==> config.mk <==
export PLATFORM = sky130hd
export DESIGN_NAME = value_noise_interpolator
export DESIGN_NICKNAME = d
export VERILOG_FILES = /design/src/hw/rtl/vni_pkg.sv /design/src/hw/rtl/value_noise_interpolator.sv
export SDC_FILE = /design/constraint.sdc
export NUM_CORES = 2
export LEC_CHECK = 0
export BUFFER_PORTS_ARGS = -buffer_cell sky130_fd_sc_hd__clkbuf_2
export CAP_MARGIN = 25
export CORE_UTILIZATION = 60
export CTS_CLUSTER_DIAMETER = 80
export DETAILED_ROUTE_END_ITERATION = 12
export PLACE_DENSITY = 0.8
export SLEW_MARGIN = 5
export SYNTH_ARGS = -nofsm -noshare
export SYNTH_HDL_FRONTEND = slang
export SYNTH_SLANG_ARGS = --single-unit
==> constraint.sdc <==
create_clock -name clk_i -period 9.2 [get_ports clk_i]
set_clock_uncertainty 0.2 [all_clocks]
set_input_delay 0.46 -clock clk_i [delete_from_list [all_inputs] [get_ports clk_i]]
set_output_delay 0.46 -clock clk_i [all_outputs]
set_load 0.05 [all_outputs]
==> src/hw/rtl/vni_pkg.sv <==
// Package for the value noise interpolator: state codes, mode codes,
// configuration register indexes and the xorshift generator step.
// No dependencies.
package vni_pkg;

  // Sequencer states.
  typedef enum logic [2:0] {
    ST_IDLE,
    ST_FILL,
    ST_PREP,
    ST_MUL,
    ST_DONE
  } state_e;

  // Interpolation modes.
  localparam logic [1:0] MODE_STEP   = 2'd0;
  localparam logic [1:0] MODE_LINEAR = 2'd1;
  localparam logic [1:0] MODE_COSINE = 2'd2;
  localparam logic [1:0] MODE_CUBIC  = 2'd3;

  // Configuration register indexes.
  localparam logic [1:0] CFG_INTERP_MODE = 2'd0;
  localparam logic [1:0] CFG_CLIP_ENABLE = 2'd1;
  localparam logic [1:0] CFG_SEED        = 2'd2;

  // Register reset values.
  localparam logic [1:0]  RST_INTERP_MODE = MODE_CUBIC;
  localparam logic        RST_CLIP_ENABLE = 1'b0;
  localparam logic [31:0] RST_SEED        = 32'd1;

  // Pi in Q30, used when the cosine table is built at elaboration.
  localparam longint unsigned PI_Q30 = 64'd3373259426;

  // Xorshift shift amounts.
  localparam int XS_A = 13;
  localparam int XS_B = 17;
  localparam int XS_C = 5;

  // One step of the 32-bit xorshift generator.
  function automatic logic [31:0] xorshift32(input logic [31:0] x);
    logic [31:0] y;
    y = x ^ (x << XS_A);
    y = y ^ (y >> XS_B);
    y = y ^ (y << XS_C);
    return y;
  endfunction

endpackage

==> src/hw/rtl/value_noise_interpolator.sv <==
// Value noise interpolator: xorshift sample window, one shared multiplier; uses vni_pkg.
// The input stays closed from acceptance until the result is produced, so items never overlap;
// the pace is set by the Horner steps on the shared multiplier, which depend on the mode; a
// restart adds a window fill, and a stalled output holds the final state until the result register is free.
// Reset is asynchronous and active low; a window fill follows before input opens.
module value_noise_interpolator #(
  parameter int FRAC_BITS      = 16,
  parameter int COS_TABLE_BITS = 8
) (
  input  logic clk_i,
  input  logic rst_ni,
  // Input stream.
  input  logic                                 s_axis_tvalid,
  output logic                                 s_axis_tready,
  // tdata: step_increment [FRAC_BITS:0], zero padding above.
  input  logic [((FRAC_BITS + 1 + 7) / 8) * 8 - 1:0] s_axis_tdata,
  // tuser: restart.
  input  logic                                 s_axis_tuser,
  // Output stream.
  output logic                                 m_axis_tvalid,
  input  logic                                 m_axis_tready,
  // tdata: noise_value [FRAC_BITS+2:0], zero padding above.
  output logic [((FRAC_BITS + 3 + 7) / 8) * 8 - 1:0] m_axis_tdata,
  // Configuration write port.
  input  logic                                 cfg_we_i,
  input  logic [1:0]                           cfg_idx_i,
  input  logic [31:0]                          cfg_data_i
);

  localparam int F       = FRAC_BITS;
  localparam int C       = COS_TABLE_BITS;
  localparam int W       = F + 4;              // accumulator, covers +/-8
  localparam int PW      = W + F + 2;          // product width
  localparam int OW      = F + 3;              // output width
  localparam int OUT_DW  = ((F + 3 + 7) / 8) * 8;
  localparam int TAB_N   = 1 << C;
  localparam int TAB_LEN = TAB_N + 1;
  localparam int IDX_W   = C + 1;
  localparam int SH_R    = (F >= C) ? F - C : 0;
  localparam int SH_L    = (F >= C) ? 0 : C - F;
  localparam int EXT_W   = F + 1 + SH_L;

  localparam logic [F:0]          ONE_P  = {1'b1, {F{1'b0}}};
  localparam logic signed [W-1:0] ONE_W  = {3'b000, 1'b1, {F{1'b0}}};
  localparam logic signed [W-1:0] SAT_HI = {2'b00, {(F + 2){1'b1}}};
  localparam logic signed [W-1:0] SAT_LO = {2'b11, {(F + 2){1'b0}}};
  localparam logic [IDX_W-1:0]    IDX_MAX = IDX_W'(TAB_N);

  // Raised-cosine table, entry k = round(2^F * (1 - cos(pi*k/2^C)) / 2),
  // built by an integer Taylor series for the lower half and by symmetry above.
  function automatic logic [TAB_LEN*(F+1)-1:0] build_cos_table();
    logic [TAB_LEN*(F+1)-1:0] tab;
    longint unsigned          theta;
    longint unsigned          term;
    longint                   sum;
    longint                   ent;
    tab = '0;
    for (int k = 0; k <= TAB_N / 2; k++) begin
      theta = (vni_pkg::PI_Q30 * 64'(k)) >> C;
      term  = 64'd1 << 30;
      sum   = 0;
      for (int m = 1; m <= 8; m++) begin
        term = (term * theta) >> 30;
        term = (term * theta) >> 30;
        term = term / 64'((2 * m - 1) * (2 * m));
        if ((m % 2) == 1) begin
          sum = sum + longint'(term);
        end else begin
          sum = sum - longint'(term);
        end
      end
      if (sum < 0) begin
        sum = 0;
      end
      ent = (sum + (longint'(1) << (30 - F))) >>> (31 - F);
      tab[k*(F+1) +: F+1] = (F + 1)'(ent);
    end
    for (int k = TAB_N / 2 + 1; k <= TAB_N; k++) begin
      tab[k*(F+1) +: F+1] = ONE_P - tab[(TAB_N - k)*(F+1) +: F+1];
    end
    return tab;
  endfunction

  localparam logic [TAB_LEN*(F+1)-1:0] COS_TAB = build_cos_table();

  // Registers.
  vni_pkg::state_e state_q, state_d;
  logic [1:0]            mode_q;
  logic                  clip_q;
  logic [31:0]           seed_q;
  logic [31:0]           rng_q, rng_d;
  logic [F-1:0]          win_q [4];
  logic [F-1:0]          win_d [4];
  logic [F:0]            phase_q, phase_d;
  logic [F:0]            inc_q, inc_d;
  logic                  item_q, item_d;
  logic [1:0]            cnt_q, cnt_d;
  logic signed [W-1:0]   acc_q, acc_d;
  logic [F:0]            cos_q, cos_d;
  logic                  m_valid_q, m_valid_d;
  logic [OW-1:0]         out_q, out_d;

  // Datapath signals.
  logic [F-1:0]          sample;
  logic [F:0]            inc_in;
  logic                  need_shift;
  logic [F:0]            phase_sub;
  logic [F-1:0]          wn [4];
  logic signed [W-1:0]   n0, n1, n2, n3, p_new;
  logic signed [W-1:0]   v0, v1, v2, v3, q_cur, r_cur, addend;
  logic [EXT_W-1:0]      idx_ext;
  logic [IDX_W-1:0]      idx;
  logic [F:0]            mop;
  logic signed [PW-1:0]  prod;
  logic signed [W-1:0]   prod_sh;
  logic                  last_step;
  logic signed [W-1:0]   val_clip, val_sat;
  logic                  s_acc;

  assign s_axis_tready = (state_q == vni_pkg::ST_IDLE);
  assign s_acc         = s_axis_tvalid && s_axis_tready;
  assign m_axis_tvalid = m_valid_q;
  assign m_axis_tdata  = OUT_DW'(out_q);

  // Generator output is the top F bits of the state before it advances.
  assign sample = rng_q[31 -: F];

  // Increments above one count as one.
  assign inc_in = (s_axis_tdata[F:0] > ONE_P) ? ONE_P : s_axis_tdata[F:0];

  // Window after the optional shift when the phase has reached one.
  assign need_shift = (phase_q >= ONE_P);
  assign phase_sub  = need_shift ? (phase_q - ONE_P) : phase_q;
  always_comb begin
    if (need_shift) begin
      wn[0] = win_q[1];
      wn[1] = win_q[2];
      wn[2] = win_q[3];
      wn[3] = sample;
    end else begin
      wn[0] = win_q[0];
      wn[1] = win_q[1];
      wn[2] = win_q[2];
      wn[3] = win_q[3];
    end
  end

  assign n0    = $signed(W'(wn[0]));
  assign n1    = $signed(W'(wn[1]));
  assign n2    = $signed(W'(wn[2]));
  assign n3    = $signed(W'(wn[3]));
  assign p_new = (n3 - n2) - (n0 - n1);

  // Cubic coefficients from the settled window.
  assign v0    = $signed(W'(win_q[0]));
  assign v1    = $signed(W'(win_q[1]));
  assign v2    = $signed(W'(win_q[2]));
  assign v3    = $signed(W'(win_q[3]));
  assign q_cur = (v0 - v1) - ((v3 - v2) - (v0 - v1));
  assign r_cur = v2 - v0;

  // Cosine table index from the phase, truncated to the table resolution.
  assign idx_ext = (EXT_W'(phase_sub) << SH_L) >> SH_R;
  assign idx     = (idx_ext > EXT_W'(TAB_N)) ? IDX_MAX : idx_ext[IDX_W-1:0];

  // Shared multiplier: accumulator times phase or cosine weight, floored.
  assign mop     = (mode_q == vni_pkg::MODE_COSINE) ? cos_q : phase_q;
  assign prod    = PW'(acc_q) * $signed({1'b0, mop});
  assign prod_sh = W'(prod >>> F);

  always_comb begin
    if (mode_q == vni_pkg::MODE_CUBIC) begin
      unique case (cnt_q)
        2'd0:    addend = q_cur;
        2'd1:    addend = r_cur;
        default: addend = v1;
      endcase
    end else begin
      addend = v1;
    end
  end

  assign last_step = (mode_q != vni_pkg::MODE_CUBIC) || (cnt_q == 2'd2);

  // Optional clip for cubic, then saturation to the output range.
  always_comb begin
    val_clip = acc_q;
    if ((mode_q == vni_pkg::MODE_CUBIC) && clip_q) begin
      if (acc_q < 0) begin
        val_clip = '0;
      end else if (acc_q > ONE_W) begin
        val_clip = ONE_W;
      end
    end
    if (val_clip < SAT_LO) begin
      val_sat = SAT_LO;
    end else if (val_clip > SAT_HI) begin
      val_sat = SAT_HI;
    end else begin
      val_sat = val_clip;
    end
  end

  // Sequencer next state and datapath updates.
  always_comb begin
    state_d   = state_q;
    rng_d     = rng_q;
    win_d     = win_q;
    phase_d   = phase_q;
    inc_d     = inc_q;
    item_d    = item_q;
    cnt_d     = cnt_q;
    acc_d     = acc_q;
    cos_d     = cos_q;
    m_valid_d = m_valid_q;
    out_d     = out_q;

    if (m_valid_q && m_axis_tready) begin
      m_valid_d = 1'b0;
    end

    unique case (state_q)
      vni_pkg::ST_IDLE: begin
        if (s_acc) begin
          inc_d  = inc_in;
          item_d = 1'b1;
          if (s_axis_tuser) begin
            rng_d   = seed_q;
            phase_d = '0;
            cnt_d   = '0;
            state_d = vni_pkg::ST_FILL;
          end else begin
            state_d = vni_pkg::ST_PREP;
          end
        end
      end
      vni_pkg::ST_FILL: begin
        win_d[0] = win_q[1];
        win_d[1] = win_q[2];
        win_d[2] = win_q[3];
        win_d[3] = sample;
        rng_d    = vni_pkg::xorshift32(rng_q);
        cnt_d    = cnt_q + 2'd1;
        if (cnt_q == 2'd3) begin
          cnt_d   = '0;
          state_d = item_q ? vni_pkg::ST_PREP : vni_pkg::ST_IDLE;
        end
      end
      vni_pkg::ST_PREP: begin
        win_d   = wn;
        phase_d = phase_sub;
        cos_d   = COS_TAB[idx*(F+1) +: F+1];
        cnt_d   = '0;
        if (need_shift) begin
          rng_d = vni_pkg::xorshift32(rng_q);
        end
        unique case (mode_q)
          vni_pkg::MODE_STEP: begin
            acc_d   = n1;
            state_d = vni_pkg::ST_DONE;
          end
          vni_pkg::MODE_CUBIC: begin
            acc_d   = p_new;
            state_d = vni_pkg::ST_MUL;
          end
          default: begin
            acc_d   = n2 - n1;
            state_d = vni_pkg::ST_MUL;
          end
        endcase
      end
      vni_pkg::ST_MUL: begin
        acc_d = prod_sh + addend;
        cnt_d = cnt_q + 2'd1;
        if (last_step) begin
          state_d = vni_pkg::ST_DONE;
        end
      end
      vni_pkg::ST_DONE: begin
        if (!m_valid_q || m_axis_tready) begin
          m_valid_d = 1'b1;
          out_d     = val_sat[OW-1:0];
          phase_d   = phase_q + inc_q;
          item_d    = 1'b0;
          state_d   = vni_pkg::ST_IDLE;
        end
      end
      default: begin
        state_d = vni_pkg::ST_IDLE;
      end
    endcase
  end

  // Control registers; reset starts a window fill from the reset seed.
  always_ff @(posedge clk_i or negedge rst_ni) begin
    if (!rst_ni) begin
      state_q   <= vni_pkg::ST_FILL;
      rng_q     <= vni_pkg::RST_SEED;
      phase_q   <= '0;
      item_q    <= 1'b0;
      cnt_q     <= '0;
      m_valid_q <= 1'b0;
    end else begin
      state_q   <= state_d;
      rng_q     <= rng_d;
      phase_q   <= phase_d;
      item_q    <= item_d;
      cnt_q     <= cnt_d;
      m_valid_q <= m_valid_d;
    end
  end

  // Configuration registers.
  always_ff @(posedge clk_i or negedge rst_ni) begin
    if (!rst_ni) begin
      mode_q <= vni_pkg::RST_INTERP_MODE;
      clip_q <= vni_pkg::RST_CLIP_ENABLE;
      seed_q <= vni_pkg::RST_SEED;
    end else if (cfg_we_i) begin
      unique case (cfg_idx_i)
        vni_pkg::CFG_INTERP_MODE: mode_q <= cfg_data_i[1:0];
        vni_pkg::CFG_CLIP_ENABLE: clip_q <= cfg_data_i[0];
        vni_pkg::CFG_SEED:        seed_q <= cfg_data_i;
        default:                  ;
      endcase
    end
  end

  // Payload registers.
  always_ff @(posedge clk_i) begin
    win_q <= win_d;
    inc_q <= inc_d;
    acc_q <= acc_d;
    cos_q <= cos_d;
    out_q <= out_d;
  end

`ifndef SYNTH
  // An accepted transaction closes the input until its result is produced.
  assert property (@(posedge clk_i) disable iff (!rst_ni)
    s_acc |=> !s_axis_tready)
    else $error("input accepted again while an item is in progress");

  // The phase is below one whenever the multiplier uses it.
  assert property (@(posedge clk_i) disable iff (!rst_ni)
    (state_q == vni_pkg::ST_MUL) |-> (phase_q < ONE_P))
    else $error("phase not below one during interpolation");

  // A new result appears only on leaving the final state.
  assert property (@(posedge clk_i) disable iff (!rst_ni)
    $rose(m_valid_q) |-> $past(state_q == vni_pkg::ST_DONE))
    else $error("result raised outside the final state");

  // Horner evaluation takes no more than three multiplier steps.
  assert property (@(posedge clk_i) disable iff (!rst_ni)
    (state_q == vni_pkg::ST_MUL) |-> (cnt_q <= 2'd2))
    else $error("too many multiplier steps");
`endif

endmodule

# Yosys cells after proc, flatten, opt, wreduce, memory -nomap -nowiden
# Index checks and enable logic that the tools add are counted.
[totals]
regBits = 228
in_bits = 64
[op_classes]
n_addsub = 13
multipliers = 2
n_lt_le_gt_ge = 7
eq_ne = 18
n_shift = 1
n_mux = 39
bitwise_logic = 3
n_reduce_logical = 27
[ops]
columns = ["op", "n"]
rows = [
  ["indexed part select 4369 x 15 -> 17 bit (first input constant)", 1],
  ["one-hot mux 64 bit (2 select lines)", 1],
  ["one-hot mux 20 bit (2 select lines)", 3],
  ["subtractor 16 x 16 -> 17 bit", 6],
  ["2-to-1 mux 32 bit", 3],
  ["one-hot mux 32 bit (3 select lines)", 1],
  ["2-to-1 mux 17 bit", 5],
  ["2-to-1 mux 20 bit", 4],
  ["2-to-1 mux 64 bit", 1],
  ["bitwise XOR 32 bit", 2],
  ["one-hot mux 17 bit (3 select lines)", 1],
  ["multiplier 20 x 18 -> 36 bit", 1],
  ["subtractor 17 x 17 -> 18 bit", 2],
  ["bitwise XOR 32 x 15 -> 32 bit", 1],
  ["adder 20 bit", 1],
  ["> comparator 20 x 18 -> 1 bit (second input constant)", 1],
  ["> comparator 20 x 19 -> 1 bit (second input constant)", 1],
  ["< comparator 20 x 1 -> 1 bit (second input constant)", 1],
  ["< comparator 20 x 19 -> 1 bit (second input constant)", 1],
  ["2-to-1 mux 19 bit", 1],
  ["subtractor 17 x 18 -> 19 bit", 1],
  ["adder 17 bit", 1],
  [">= comparator 17 bit (second input constant)", 1],
  ["> comparator 17 bit (second input constant)", 1],
  ["30 further kinds", 68],
]

# Depth between registers and ports, before layout
[depth]
ltp_word = 7
mapped_depth = 42
depth_no_buf = 38

# Worst setup path after synthesis
# Ideal clock, no wire load.
[synth_timing]
path_kind = "flip-flop to flip-flop"
from = "register mode_q[1]"
to = "register acc_q[19] (data pin)"
setup_time_ns = 0.149
arrival_ns = 9.001
required_time_ns = 8.851
setup_slack_ns = -0.150
path_stages_with_launch = 40
synth_period_minus_slack_ns = 9.350
path_cell_list = "dfstp_2 > ha_1 > clkbuf_1 > buf_1 > clkbuf_1 > mux2i_1 > clkbuf_1 > nor2b_1 > fa_1 > inv_1 > fa_1 > fa_1 > inv_1 > fa_1 > fa_1 > inv_1 > fa_1 > inv_1 > (+4 left out) > nor2_1 > o22ai_1 > nor2_1 > o21a_1 > o21a_1 > nor2_1 > xnor2_1 > ha_1 > a21o_1 > a21oi_1 > nor3b_2 > a21o_1 > o311ai_1 > o211ai_2 > o21ai_1 > a31oi_4 > xnor3_1 > mux2i_1"
[synth_between]
elab_chain_cells = 5
[synth_rtl]
columns = ["element", "line_no", "source"]
rows = [
  ["start: declaration", "value_noise_interpolator.sv:88", "logic [1:0] mode_q;"],
  ["start signal: assignment", "value_noise_interpolator.sv:316", "mode_q <= vni_pkg::RST_INTERP_MODE;"],
  ["start signal: assignment", "value_noise_interpolator.sv:321", "vni_pkg::CFG_INTERP_MODE: mode_q <= cfg_data_i[1:0];"],
  ["equality test 2 bit", "value_noise_interpolator.sv:167", "assign mop = (mode_q == vni_pkg::MODE_COSINE) ? cos_q : phase_q;"],
  ["2-to-1 mux 17 bit", "value_noise_interpolator.sv:167", ""],
  ["multiplier 20 x 18 -> 36 bit", "value_noise_interpolator.sv:168", "assign prod = PW'(acc_q) * $signed({1'b0, mop});"],
  ["adder 20 bit", "value_noise_interpolator.sv:273", "acc_d = prod_sh + addend;"],
  ["one-hot mux 20 bit (2 select lines) (*)", "value_noise_interpolator.sv:222", "unique case (state_q)"],
  ["named net acc_d[19]", "value_noise_interpolator.sv:98", "logic signed [W-1:0] acc_q, acc_d;"],
  ["end signal: assignment", "value_noise_interpolator.sv:333", "acc_q <= acc_d;"],
  ["end: declaration", "value_noise_interpolator.sv:98", ""],
]
# Mark *: on every way through the listed nets, which the timed path passes. The rest lies on a longest branch.
# A chain may end at the register's enable or synchronous reset.

# Worst setup path after layout
[layout_timing]
from = "register mode_q[0]"
to = "register acc_q[18] (data pin)"
# The elaborated chain is that of the path after synthesis.

==> run_results.csv <==
group,metric,value,unit
outcome,status,"completed",
clocking,cts_tree,"yes",
sta,slew-limit-headroom,0.282,
global_routing,grt_pass1_vias,30628,
worst_setup_path,critical_path.slowest_cell,"dfstp_2",
sta,rsz0062_at_grt,"true",
cells_and_area,multi_input_area,25800,sq um
place,placed_cell_area,36500,sq um
cells_and_area,final_common_cell,"inv_1",
route,dr_wl_met2,47700,um
route,drtPass1Iterations,6,
route,met3_length,9050,um
yosys,syn_inst,4220,
worst_setup_path,crit_type,"reg -> reg",
cells_and_area,syn2layout_area_growth,9.52,%
route,wl_met1,41000,um
clocking,cts_buffer_depth,3,
cells_and_area,drive_above_1_share,0.104,
clocking,clock-sinks,228,
cells_and_area,ff_latch_area,6410,sq um
place,dp.final_hpwl,75800,um
floorplan,core_area,57700,sq um
sta,tightest_slew,1.05,ns
sta,post-route-min-period,9.13,ns
route,vias,31028,
clocking,htreeDepth,1,
floorplan,io-pin-count,90,
route,via_per_inst,6.12,
flow_run,drv_cap,0,
worst_setup_path,worst_setup_path_end_kind,"register",
sta,timing.final.crit_share,0.992,
cells_and_area,final_cell_mix,"inv_1 (551), nand2_1 (455), fa_1 (335)",
place,io_buffer_count,77,
yosys,synth_seq_cells,228,
yosys,async_reset_ff_frac,0.399,
cells_and_area,final_cells,5071,
yosys,ys_warn_count,0,
floorplan,num_rows,88,
global_routing,grt_pass1_wl,163000,um
global_routing,grt_overflow,0,
worst_setup_path,crit_fanout,8,
clocking,cts_made_buffers,28,
route,wl,103000,um
global_routing,grt_max_degree,164,
floorplan,die_h,244,um
yosys,avgSynthCellArea,8.31,sq um
route,antenna_left,0,
global_routing,grt_usage,0.343,
clocking,clkLatencyLatePin,0.62,ns
place,gp_congestion,1.03,
worst_setup_path,max_stage_delay,0.54,ns
worst_setup_path,start_kind,"register",
clocking,cts-root-buf,"clkbuf_16",
cells_and_area,fin_nets,4964,
worst_setup_path,cp_common_cell,"fa_1",
hold_path,hold_class,"in -> reg",
cells_and_area,nFillCells,4657,
yosys,synth_edf_count,137,
cells_and_area,diodes,0,
yosys,ys.flop_type,"edfxtp_1",
sta,max_freq,110,MHz
route,detail_route.wl_per_cell,20.2,um
route,drc_errors,0,
worst_setup_path,cp.arrival,9.23,ns
yosys,yosysUniqueCellTypes,94,
global_routing,antenna_found_initial,0,
yosys,syn_area,35000,sq um
sta,hold_violations,0,
floorplan,die-area,59400,sq um
sta,setup_viol,0,
route,highest_layer,"met4",
cells_and_area,finalInstanceArea,38400,sq um
floorplan,die_w,244,um
route,drtIter0Drc,3288,
floorplan,initial_core_util,0.607,
sta,drv_slew,0,
place,dp_cells,4949,
clocking,cts.clk_slew.worst_paths,0.06,ns
worst_setup_path,required,9.30,ns
yosys,ys_seq_area_frac,0.183,
-- worst paths after layout --
| path | from | to | slack [ns] | depth (start not counted) |
|---|---|---|---|---|
| min reg2reg | item_q | item_q | 0.29 | 1 |
| max in group asynchronous | rst_ni | phase_q[16] | 7.46 | 3 |
| max | mode_q[0] | acc_q[18] | 0.07 | 40 |
| min | s_axis_tdata[9] | inc_q[9] | 0.03 | 2 |
| max reg2reg | mode_q[0] | acc_q[18] | 0.07 | 40 |
| min in group asynchronous | rst_ni | seed_q[8] | 0.09 | 2 |
-- critical path, delay by kind of cell, from the launching register on --
kind            cells  cell delay [ns]
buf+inv            10             1.11
xor+xnor            2             0.21
fa+ha+maj           9             3.61
simple gates        7             0.90
flops               1             0.54
compound gates     10             1.79
mux                 2             0.47
-- logic make-up (layout without fill, tap and decap cells) --
| logic type | after synthesis | in the layout | share of synthesized area |
|---|---|---|---|
| AOI/OAI and AO/OA | 981 | 981 | 0.179 |
| xor gates and xnor gates | 202 | 202 | 0.0509 |
| adders and majority gates | 615 | 615 | 0.292 |
| buffers and inverters | 816 | 897 | 0.0882 |
| DFF | 228 | 228 | 0.183 |
| muxes | 121 | 121 | 0.0394 |
| other | 1 | 6 | 0.000107 |
| and+or+nand+nor | 1256 | 1256 | 0.168 |
-- stage by stage --
| step | utilization | worst slack (ns) | hold WS (ns) | setup TNS [ns] |
|---|---|---|---|---|
| 2_1_floorplan | - | 0.0553 | -0.0356 | 0 |
| 3_3_place_gp | 0.633 | 0.0741 | 0.183 | 0 |
| 3_5_place_dp | 0.633 | -0.102 | 0.186 | -0.174 |
| 4_1_cts | 0.659 | 0.0200 | 0.00511 | 0 |
| 5_1_grt | 0.665 | -0.290 | 0.0346 | -1.05 |
| 6_report | 0.665 | 0.0691 | 0.0336 | 0 |
-- registers in the layout, indices dropped and copies added, names as in the netlist --
register,count
cos_q,17
v1,16
seed_q,32
phase_q,17
acc_q,20
v0,16
rng_q,32
v3,16
clip_q,1
v2,16
mode_q,2
inc_q,17
cnt_q,2
state_q,3
out_q,19
item_q,1
m_axis_tvalid,1
-- repair_timing --
action                                  4_1_cts  5_1_grt
buffers inserted                              0       17
endpoints found under the setup margin        4        9
gates resized for setup                      10       47
pin swaps                                     0       24
cloned                                        0        1
endpoints found under the hold margin        78        0
hold buffers                                 51        0
-- layer usage --
metal | global-route usage | up-vias
met5 | 0 | -
li1 | - | 14285
met2 | 0.563 | 1433
met3 | 0.0523 | 312
met4 | 0.145 | 0
met1 | 0.451 | 14998
-- Yosys cell counts (26+ instances only) --
library cell / count / area share
inv_1: 553 / 0.059
nand2_1: 456 / 0.049
fa_1: 337 / 0.19
nor2_1: 279 / 0.030
ha_1: 278 / 0.099
o21ai_0: 269 / 0.038
a21oi_1: 220 / 0.031
clkbuf_1: 215 / 0.023
nor2b_1: 150 / 0.027
xnor2_1: 140 / 0.035
edfxtp_1: 137 / 0.12
and2_1: 105 / 0.019
mux2_2: 87 / 0.028
dfrtp_1: 86 / 0.061
nor3_1: 78 / 0.011
nand3_1: 63 / 0.0090
xor2_1: 61 / 0.015
a21o_1: 52 / 0.011
a31oi_1: 52 / 0.0093
nand2b_1: 40 / 0.0071
a211oi_1: 37 / 0.0079
o21a_1: 35 / 0.0075
o21ai_1: 31 / 0.0044
o211ai_1: 30 / 0.0064
mux2i_1: 29 / 0.0083
buf_1: 28 / 0.0030
and3_1: 26 / 0.0046
-- final cells by class --
class / count / area share
Clock inverter: 14 / 0.00284
Sequential cell: 228 / 0.167
Tap cell: 765 / 0.0249
Clock buffer: 37 / 0.0207
Multi-Input combinational cell: 3181 / 0.672
Inverter: 560 / 0.0548
Timing Repair Buffer: 286 / 0.0579
Power is left out: the tool's default activity adds up to more than one toggle a clock period on the data nets, which glitch-free logic cannot reach.
